**config.mk**
```make
export PLATFORM = sky130hd
export DESIGN_NAME = modular_exponentiation
export DESIGN_NICKNAME = d
export VERILOG_FILES = /design/src/sv/mexp_pkg.sv /design/src/sv/mexp_cfg.sv /design/src/sv/mexp_mulmod.sv /design/src/sv/modular_exponentiation.sv
export SDC_FILE = /design/constraint.sdc
export NUM_CORES = 1
export LEC_CHECK = 0
export BUFFER_PORTS_ARGS = -buffer_cell sky130_fd_sc_hd__buf_4
export CAP_MARGIN = 15
export CORE_MARGIN = 4
export CORE_UTILIZATION = 60
export CTS_CLUSTER_DIAMETER = 80
export DETAILED_ROUTE_END_ITERATION = 8
export GPL_TIMING_DRIVEN = 0
export PLACE_DENSITY_LB_ADDON = 0.25
export SYNTH_ARGS = -nofsm -noshare
export SYNTH_HDL_FRONTEND = slang
export SYNTH_SLANG_ARGS = --single-unit
export TNS_END_PERCENT = 50
```
**constraint.sdc**
```tcl
create_clock -name clk -period 5.1 [get_ports clk]
set_input_delay 0.255 -clock clk [delete_from_list [all_inputs] [get_ports clk]]
set_output_delay 0.255 -clock clk [all_outputs]
set_load 0.005 [all_outputs]
```
**src/sv/mexp_pkg.sv**
```systemverilog
// Shared types and constants for the modular exponentiation block.
package mexp_pkg;

    // Word width of modulus, exponent, ciphertext and plaintext
    localparam int WIDTH = 16;
    // Counter widths derived from the word width
    localparam int CNT_W = $clog2(WIDTH + 1);
    localparam int BIT_W = $clog2(WIDTH);
    // Config register index width
    localparam int CFG_IDX_W = 2;

    // Register reset values
    localparam logic [WIDTH-1:0] MODULUS_RESET  = WIDTH'(323);
    localparam logic [WIDTH-1:0] EXPONENT_RESET = WIDTH'(107);

    // Config register map
    typedef enum logic [CFG_IDX_W-1:0] {
        REG_MODULUS  = 2'd0,
        REG_EXPONENT = 2'd1
    } cfg_reg_t;

    // Sequencer states
    typedef enum logic [2:0] {
        ST_IDLE,
        ST_RED_GO,
        ST_RED_WAIT,
        ST_ACC_GO,
        ST_ACC_WAIT,
        ST_SQ_GO,
        ST_SQ_WAIT
    } mexp_state_t;

    // Multiplier launch bundle
    typedef struct packed {
        logic             start;
        logic [WIDTH-1:0] x;
        logic [WIDTH-1:0] y;
    } mul_req_t;

    // Multiplier status bundle
    typedef struct packed {
        logic             done;
        logic [WIDTH-1:0] res;
    } mul_rsp_t;

endpackage

```
**src/sv/mexp_cfg.sv**
```systemverilog
// Configuration registers: modulus and exponent.
module mexp_cfg
    import mexp_pkg::*;
(
    input  logic                 clk,
    input  logic                 rst_n,
    input  logic                 cfg_valid,
    input  logic [CFG_IDX_W-1:0] cfg_index,
    input  logic [WIDTH-1:0]     cfg_data,
    output logic [WIDTH-1:0]     modulus,
    output logic [WIDTH-1:0]     exponent
);

    logic [WIDTH-1:0] modulus_reg;
    logic [WIDTH-1:0] modulus_next;
    logic [WIDTH-1:0] exponent_reg;
    logic [WIDTH-1:0] exponent_next;

    // Register write decode; unknown indexes are dropped
    always_comb
    begin
        modulus_next  = modulus_reg;
        exponent_next = exponent_reg;
        if (cfg_valid)
        begin
            unique case (cfg_index)
                REG_MODULUS:  modulus_next  = cfg_data;
                REG_EXPONENT: exponent_next = cfg_data;
                default:      ;
            endcase
        end
    end

    always_ff @(posedge clk or negedge rst_n)
    begin
        if (!rst_n)
        begin
            modulus_reg  <= MODULUS_RESET;
            exponent_reg <= EXPONENT_RESET;
        end
        else
        begin
            modulus_reg  <= modulus_next;
            exponent_reg <= exponent_next;
        end
    end

    assign modulus  = modulus_reg;
    assign exponent = exponent_reg;

endmodule

```
**src/sv/mexp_mulmod.sv**
```systemverilog
// Bit-serial interleaved modular multiplier: res = x * y mod n, y < n.
module mexp_mulmod
    import mexp_pkg::*;
(
    input  logic             clk,
    input  logic             rst_n,
    input  mul_req_t         req,
    input  logic [WIDTH-1:0] n,
    output mul_rsp_t         rsp
);

    logic             active_reg;
    logic             active_next;
    logic             done_reg;
    logic             done_next;
    logic [CNT_W-1:0] cnt_reg;
    logic [CNT_W-1:0] cnt_next;
    logic [WIDTH-1:0] x_reg;
    logic [WIDTH-1:0] y_reg;
    logic [WIDTH-1:0] r_reg;

    logic [WIDTH+1:0] sum;
    logic [WIDTH+1:0] n1;
    logic [WIDTH+1:0] n2;
    logic [WIDTH+1:0] red;

    // One step: r = (2r + bit*y) mod n, sum stays below 3n
    always_comb
    begin
        n1  = {2'b00, n};
        n2  = {1'b0, n, 1'b0};
        sum = {1'b0, r_reg, 1'b0} + (x_reg[WIDTH-1] ? {2'b00, y_reg} : '0);
        if (sum >= n2)
            red = sum - n2;
        else if (sum >= n1)
            red = sum - n1;
        else
            red = sum;
    end

    // Step counter control
    always_comb
    begin
        active_next = active_reg;
        cnt_next    = cnt_reg;
        done_next   = 1'b0;
        if (req.start)
        begin
            active_next = 1'b1;
            cnt_next    = CNT_W'(WIDTH);
        end
        else if (active_reg)
        begin
            cnt_next = cnt_reg - CNT_W'(1);
            if (cnt_reg == CNT_W'(1))
            begin
                active_next = 1'b0;
                done_next   = 1'b1;
            end
        end
    end

    always_ff @(posedge clk or negedge rst_n)
    begin
        if (!rst_n)
        begin
            active_reg <= 1'b0;
            done_reg   <= 1'b0;
            cnt_reg    <= '0;
        end
        else
        begin
            active_reg <= active_next;
            done_reg   <= done_next;
            cnt_reg    <= cnt_next;
        end
    end

    // Operand and partial result registers
    always_ff @(posedge clk)
    begin
        if (req.start)
        begin
            x_reg <= req.x;
            y_reg <= req.y;
            r_reg <= '0;
        end
        else if (active_reg)
        begin
            x_reg <= {x_reg[WIDTH-2:0], 1'b0};
            r_reg <= red[WIDTH-1:0];
        end
    end

    assign rsp.done = done_reg;
    assign rsp.res  = r_reg;

endmodule

```
**src/sv/modular_exponentiation.sv**
```systemverilog
// Top level: square-and-multiply sequencer around a shared modular multiplier.
//
//  channel  | signals                                | handshake
//  ---------+----------------------------------------+---------------------------
//  request  | start, busy, ciphertext                | taken when start && !busy
//  result   | done, plaintext                        | one-cycle strobe, no stall
//  config   | cfg_valid, cfg_ready, cfg_index, data  | written when valid && ready
//
// One request runs a base reduction, then a square for every exponent bit and
// a multiply for every set bit, all on the bit-serial multiplier, one bit of
// x per cycle, which the base reduction, multiplies and squares share.
// busy is high from acceptance until the result strobe; results cannot be
// held off. Reset restores modulus 323 and exponent 107.
module modular_exponentiation
    import mexp_pkg::*;
(
    input  logic                 clk,
    input  logic                 rst_n,
    input  logic                 start,
    output logic                 busy,
    input  logic [WIDTH-1:0]     ciphertext,
    output logic                 done,
    output logic [WIDTH-1:0]     plaintext,
    input  logic                 cfg_valid,
    output logic                 cfg_ready,
    input  logic [CFG_IDX_W-1:0] cfg_index,
    input  logic [WIDTH-1:0]     cfg_data
);

    mexp_state_t      state_reg;
    mexp_state_t      state_next;
    logic [WIDTH-1:0] acc_reg;
    logic [WIDTH-1:0] sq_reg;
    logic [WIDTH-1:0] exp_reg;
    logic [BIT_W-1:0] bit_cnt_reg;
    logic [WIDTH-1:0] plaintext_reg;
    logic             done_reg;
    logic             done_next;

    logic [WIDTH-1:0] modulus;
    logic [WIDTH-1:0] exponent;
    logic [WIDTH-1:0] one_mod;
    logic             accept;
    logic             last_bit;
    mul_req_t         mul_req;
    mul_rsp_t         mul_rsp;

    assign cfg_ready = 1'b1;

    mexp_cfg u_cfg (
        .clk       (clk),
        .rst_n     (rst_n),
        .cfg_valid (cfg_valid),
        .cfg_index (cfg_index),
        .cfg_data  (cfg_data),
        .modulus   (modulus),
        .exponent  (exponent)
    );

    mexp_mulmod u_mulmod (
        .clk   (clk),
        .rst_n (rst_n),
        .req   (mul_req),
        .n     (modulus),
        .rsp   (mul_rsp)
    );

    assign accept   = start && (state_reg == ST_IDLE);
    assign last_bit = (bit_cnt_reg == BIT_W'(WIDTH - 1));
    // 1 mod n: zero only for a modulus of one
    assign one_mod  = (modulus == WIDTH'(1)) ? '0 : WIDTH'(1);

    // Next state
    always_comb
    begin
        state_next = state_reg;
        unique case (state_reg)
            ST_IDLE:
                if (start)
                    state_next = ST_RED_GO;
            ST_RED_GO:
                state_next = ST_RED_WAIT;
            ST_RED_WAIT:
                if (mul_rsp.done)
                    state_next = exp_reg[0] ? ST_ACC_GO : ST_SQ_GO;
            ST_ACC_GO:
                state_next = ST_ACC_WAIT;
            ST_ACC_WAIT:
                if (mul_rsp.done)
                    state_next = ST_SQ_GO;
            ST_SQ_GO:
                state_next = ST_SQ_WAIT;
            ST_SQ_WAIT:
                if (mul_rsp.done)
                begin
                    if (last_bit)
                        state_next = ST_IDLE;
                    else
                        state_next = exp_reg[1] ? ST_ACC_GO : ST_SQ_GO;
                end
            default:
                state_next = ST_IDLE;
        endcase
    end

    // Outputs: multiplier launch, operand selection and the result strobe
    always_comb
    begin
        mul_req.start = 1'b0;
        mul_req.x     = sq_reg;
        mul_req.y     = sq_reg;
        done_next     = 1'b0;
        unique case (state_reg)
            ST_RED_GO:
            begin
                mul_req.start = 1'b1;
                mul_req.y     = one_mod;
            end
            ST_ACC_GO:
            begin
                mul_req.start = 1'b1;
                mul_req.x     = acc_reg;
            end
            ST_SQ_GO:
                mul_req.start = 1'b1;
            ST_SQ_WAIT:
                done_next = mul_rsp.done && last_bit;
            default:
                ;
        endcase
    end

    always_ff @(posedge clk or negedge rst_n)
    begin
        if (!rst_n)
        begin
            state_reg   <= ST_IDLE;
            done_reg    <= 1'b0;
            bit_cnt_reg <= '0;
        end
        else
        begin
            state_reg <= state_next;
            done_reg  <= done_next;
            if (accept)
                bit_cnt_reg <= '0;
            else if (state_reg == ST_SQ_WAIT && mul_rsp.done)
                bit_cnt_reg <= bit_cnt_reg + BIT_W'(1);
        end
    end

    // Datapath registers
    always_ff @(posedge clk)
    begin
        if (accept)
        begin
            sq_reg  <= ciphertext;
            acc_reg <= one_mod;
            exp_reg <= exponent;
        end
        else if (mul_rsp.done)
        begin
            unique case (state_reg)
                ST_RED_WAIT:
                    sq_reg <= mul_rsp.res;
                ST_ACC_WAIT:
                    acc_reg <= mul_rsp.res;
                ST_SQ_WAIT:
                begin
                    sq_reg  <= mul_rsp.res;
                    exp_reg <= {1'b0, exp_reg[WIDTH-1:1]};
                end
                default:
                    ;
            endcase
        end
        // Capture result; a zero modulus gives zero
        if (done_next)
            plaintext_reg <= (modulus == '0) ? '0 : acc_reg;
    end

    assign busy      = (state_reg != ST_IDLE);
    assign done      = done_reg;
    assign plaintext = plaintext_reg;

endmodule

```
**After elaboration in Yosys (flattened, before gate mapping)**

Cells that the tools add are included.
W data, S select, Z words.

- Bits in registers: 159
- Input bits: 38
- Output and inout port bits: 19
- Logic and storage cells: 94

- Add/sub/neg operators: 5
- $lt $le $gt $ge: 2
- Equality and inequality tests: 14
- Multiplexer cells: 37
- Reduce and logical (&&, ||, !) cells: 21

Operators with widths:

| cell | count |
|---|---|
| $mux W16 | 16 |
| $sub A16 B16 Y16 | 2 |
| $mux W3 | 7 |
| $pmux W3 S7 | 1 |
| $add A17 B16 Y18 | 1 |
| $ge A18 B16 Y1 | 1 |
| $ge A18 B17 Y1 | 1 |
| $eq A16 B1 Y1 const B | 1 |
| $logic_not A16 Y1 | 1 |
| $reduce_bool A2 Y1 | 6 |
| $mux W5 | 2 |
| $reduce_and A2 Y1 | 5 |
| $eq A3 B3 Y1 const B | 3 |
| $mux W1 | 9 |
| $mux W4 | 2 |
| $eq A3 B2 Y1 const B | 2 |
| $ne A2 B1 Y1 const B | 3 |
| $eq A5 B1 Y1 const B | 1 |
| $sub A5 B1 Y5 const B | 1 |
| $add A4 B1 Y4 const B | 1 |
| $eq A4 B4 Y1 const B | 1 |
| $reduce_and A4 Y1 | 1 |
| $eq A3 B1 Y1 const B | 1 |
| $logic_and A1 B1 Y1 | 3 |
| other kinds (7) | 7 |

**Longest topological paths before layout**

- Depth in word-level cells: 5
- Gate-level depth with buffers: 21
- Gate-level depth less buffers: 19

**Modules after synthesis**

A second synthesis with hierarchy kept.

- Cell total of the unflattened synthesis: 850
- Area total of the unflattened synthesis: 9316.4 um^2

Modules (own cells, without submodules):

| module | instances | cells each | area each (um^2) | seq. area each (um^2) |
|---|---|---|---|---|
| mexp_mulmod | 1 | 516 | 4753.3 | 1456.4 |
| modular_exponentiation | 1 | 266 | 3339.5 | 2122.0 |
| mexp_cfg | 1 | 68 | 1223.7 | 812.0 |

**Worst setup path before layout**

OpenSTA, ideal clock, no wires.

- Path kind: reg-to-reg
- Start: reg u_mulmod.x_reg[15]
- End: reg u_mulmod.r_reg[3]
- Setup time: 0.155 ns
- Arrival: 4.397 ns
- Required time: 4.945 ns
- Path slack: 0.549 ns
- Stages on the path, launching flop included: 21
- Path buffers: 1
- Clock period less this slack: 4.551 ns
- Path through: edfxtp_1 and2_1 ha_1 inv_1 fa_1 nor2b_1 o31a_1 o21ai_0 a21oi_1 nor4_1 a311o_1 ha_1 and3_1 o31ai_1 nor3b_1 o221ai_1 a211oi_2 buf_6 mux2_2 a221oi_1 nor2_1

- Longest elaborated chain between the ends: 5
- Elaborated cells on any way between the ends: 8
- Those cells by class: 3 x add/sub; 2 x order compare; 3 x mux

Ends and longest elaborated chain:

| what | line | source |
|---|---|---|
| start: declaration | mexp_mulmod.sv:18 | `logic [WIDTH-1:0] x_reg;` |
| start signal: assignment | mexp_mulmod.sv:84 | `x_reg <= req.x;` |
| start signal: assignment | mexp_mulmod.sv:90 | `x_reg <= {x_reg[WIDTH-2:0], 1'b0};` |
| $mux W16 * | mexp_mulmod.sv:32 | `sum = {1'b0, r_reg, 1'b0} + (x_reg[WIDTH-1] ? {2'b00, y_reg} : '0);` |
| $add A17 B16 Y18 * | mexp_mulmod.sv:32 |  |
| $sub A16 B16 Y16 or $ge A18 B16 Y1 (tied branches) | mexp_mulmod.sv:36, mexp_mulmod.sv:35 |  |
| $mux W16 | mexp_mulmod.sv:35 | `else if (sum >= n1)` |
| $mux W16 * | mexp_mulmod.sv:33 | `if (sum >= n2)` |
| end signal: assignment | mexp_mulmod.sv:91 | `r_reg <= red[WIDTH-1:0];` |
| end: declaration | mexp_mulmod.sv:20 | `logic [WIDTH-1:0] r_reg;` |

Every way passes the cells marked *; elsewhere a longest branch is shown, timed or not.
A chain may end at the register's enable or synchronous reset.

**Worst setup path after layout**

- Start: reg u_mulmod.x_reg[15]
- End: reg u_mulmod.r_reg[0]

Same word-level chain as after synthesis.

==> results.json <==
{
  "die_area_um2": 17400,
  "wl_per_cell_um": 18.3,
  "whs_ns": 0.0438,
  "multiInputGateArea_um2": 4590,
  "ys_types": 76,
  "syn_nets": 1021,
  "cts_tree": "done",
  "fin_area_um2": 10600,
  "n_antenna_cell": 0,
  "gp_congestion": 0.979,
  "crit_family": "compound AO/OA/AOI/OAI gates",
  "grt_pass1_wl_um": 35700,
  "cts_sinks": 159,
  "drt_iter0_markers": 570,
  "clk_root_buffer_cell": "clkbuf_16",
  "via_per_inst": 5.93,
  "rsz0062_at_grt": "yes",
  "ant_nets": 0,
  "layout.nets": 1106,
  "fp.dieW_um": 132,
  "grt_pass1_vias": 6874,
  "ys.flop_type": "edfxtp_1",
  "dpl_cell_area_um2": 9870,
  "drive_gt1_frac": 0.158,
  "register_area_um2": 4390,
  "status": "finished clean",
  "syn_area_per_cell_um2": 9.88,
  "cp.required_ns": 5.45,
  "slowest_stage": "edfxtp_1",
  "fillers": 1071,
  "grt_use_total": 0.259,
  "totalWireLength_um": 22200,
  "hp-class": "in -> reg",
  "cp_max_fo": 10,
  "htreeDepth": 4,
  "period_share": 0.969,
  "synthToLayoutAreaGrowth_pct": 15.7,
  "start_util": 0.623,
  "synth-seq-cells": 159,
  "core_um2": 14800,
  "die_y_um": 132,
  "hold_viol_final": 0,
  "worst-setup-path-type": "reg -> reg",
  "cp-startpoint": "u_mulmod.x_reg[15]",
  "rows": 44,
  "min_period_ns": 4.94,
  "slew_headroom": 0.532,
  "holdCritStartpoint": "cfg_data[15]",
  "netlist_area_um2": 9190,
  "pin_count": 57,
  "layout_commonest_cell": "nand2_1",
  "layout_common_cells": "nand2_1 (116), edfxtp_1 (96), nor2_1 (85)",
  "ys_warn_count": 0,
  "dpl.hpwl_um": 16800,
  "gr-total-overflow": 0,
  "cpPeakStageDelay_ns": 0.49,
  "cts_buffer_depth": 2,
  "path_cells": "buf_2, nand2_1, inv_1, ha_1, a211oi_2, o211ai_1, a21boi_1, a21oi_1, or3_1, and2_1, ha_1, nand4_1, o41ai_2, a2111o_1, a21oi_4, nor2b_2, mux2_1, a211oi_2",
  "r2r-start": "u_mulmod.x_reg[15]",
  "antenna_found_initial": 1,
  "maxSlewViolCount": 0,
  "cp-start-kind": "register",
  "end_kind": "register",
  "skew_ns": 0.00920,
  "vias": 7185,
  "drv_cap": 0,
  "drc": 0,
  "grt_max_degree": 48,
  "setup_violations": 0,
  "max_freq_mhz": 202,
  "synth_seq_area_share": 0.478,
  "async_flop_share": 0.296,
  "numCtsBuffers": 17,
  "cp.arrival_ns": 5.29,
  "first_pass_iters": 5,
  "tightest_slew_ns": 0.702,
  "io_buffers": 55,
  "syn_inst": 930,
  "path_clk_slew_ns": 0.06,
  "synth_edf_count": 96,
  "worst-path-buf-inv": 2,
  "clk_latency_ns": 0.43
}
[through the flow]
stage | util | setup WS, ns | cells | TNS (ns)
2_1_floorplan | - | 0.549 | 930 | 0
3_3_place_gp | 0.667 | -0.329 | 1169 | -1.33
3_5_place_dp | 0.669 | -0.403 | 1172 | -1.79
4_1_cts | 0.714 | 0.0457 | 1207 | 0
5_1_grt | 0.721 | -0.0150 | 1212 | -0.0150
6_report | 0.721 | 0.156 | 1212 | 0
[worst min-delay path, delay by kind of cell]
family	cells	cell delay [ns]
AO/OA/AOI/OAI	1	0.05
buffers and inverters	1	0.09
AND/OR/NAND/NOR	1	0.04
[cells in the mapped netlist, types with 17 or more instances]
library cell  instances  area, um2
edfxtp_1             96       2880
o21ai_0              60        300
nand2_1             116        435
nor2_1               85        319
inv_1                43        161
xor2_1               19        166
mux2_2               21        236
a21o_1               25        188
dfrtp_1              38        951
a21oi_1              57        285
xnor2_1              20        175
nor3_1               17       85.1
nor2b_1              39        244
and2_1               34        213
clkbuf_1             27        101
ha_1                 50        626
[final cells by class]
class	instances	area share
Tap cell	184	0.0217
Clock inverter	15	0.0158
Sequential cell	159	0.413
Clock buffer	17	0.0400
Multi-Input combinational cell	693	0.432
Inverter	44	0.0155
Buffer	34	0.0149
Timing Repair Buffer	66	0.0475
[routing by layer]
metal | wire (um) | GRT usage | vias up
met2 | 10600 | 0.424 | 237
met3 | 1270 | 0.0519 | 44
li1 | - | - | 3486
met4 | 553 | 0.0887 | 2
met5 | 12 | 0 | -
met1 | 9700 | 0.348 | 3416
[repair_timing]
item                                   4_1_cts  5_1_grt
endpoints found under the hold margin       38        0
resized for setup                            9       14
setup endpoints to repair                   14       16
buffers inserted                             2        4
pin swaps                                    2        5
hold buffers                                 1        0
[worst paths after layout]
kind | end | slack [ns] | cells after the start
min in group asynchronous | u_cfg.exponent[10] | 0.41 | 2
setup / recovery | u_mulmod.r_reg[0] | 0.16 | 18
hold reg to reg | u_cfg.exponent[10] | 0.51 | 1
setup reg to reg | u_mulmod.r_reg[0] | 0.16 | 18
hold / removal | u_cfg.modulus[15] | 0.04 | 3
max in group asynchronous | u_mulmod.cnt_reg[4] | 4.26 | 2
[logic make-up after synthesis]
| family | count (synthesis) | synth area share |
|---|---|---|
| flip-flops | 159 | 0.478 |
| AO/OA/AOI/OAI | 225 | 0.162 |
| buffers and inverters | 78 | 0.0351 |
| AND/OR/NAND/NOR | 346 | 0.179 |
| multiplexers | 29 | 0.0347 |
| XOR/XNOR | 39 | 0.0372 |
| other | 1 | 0.000408 |
| adder cells (fa/ha/maj) | 53 | 0.0746 |
Power is left out: the tool's default activity adds up to more than one toggle a clock period on the data nets, which glitch-free logic cannot reach.
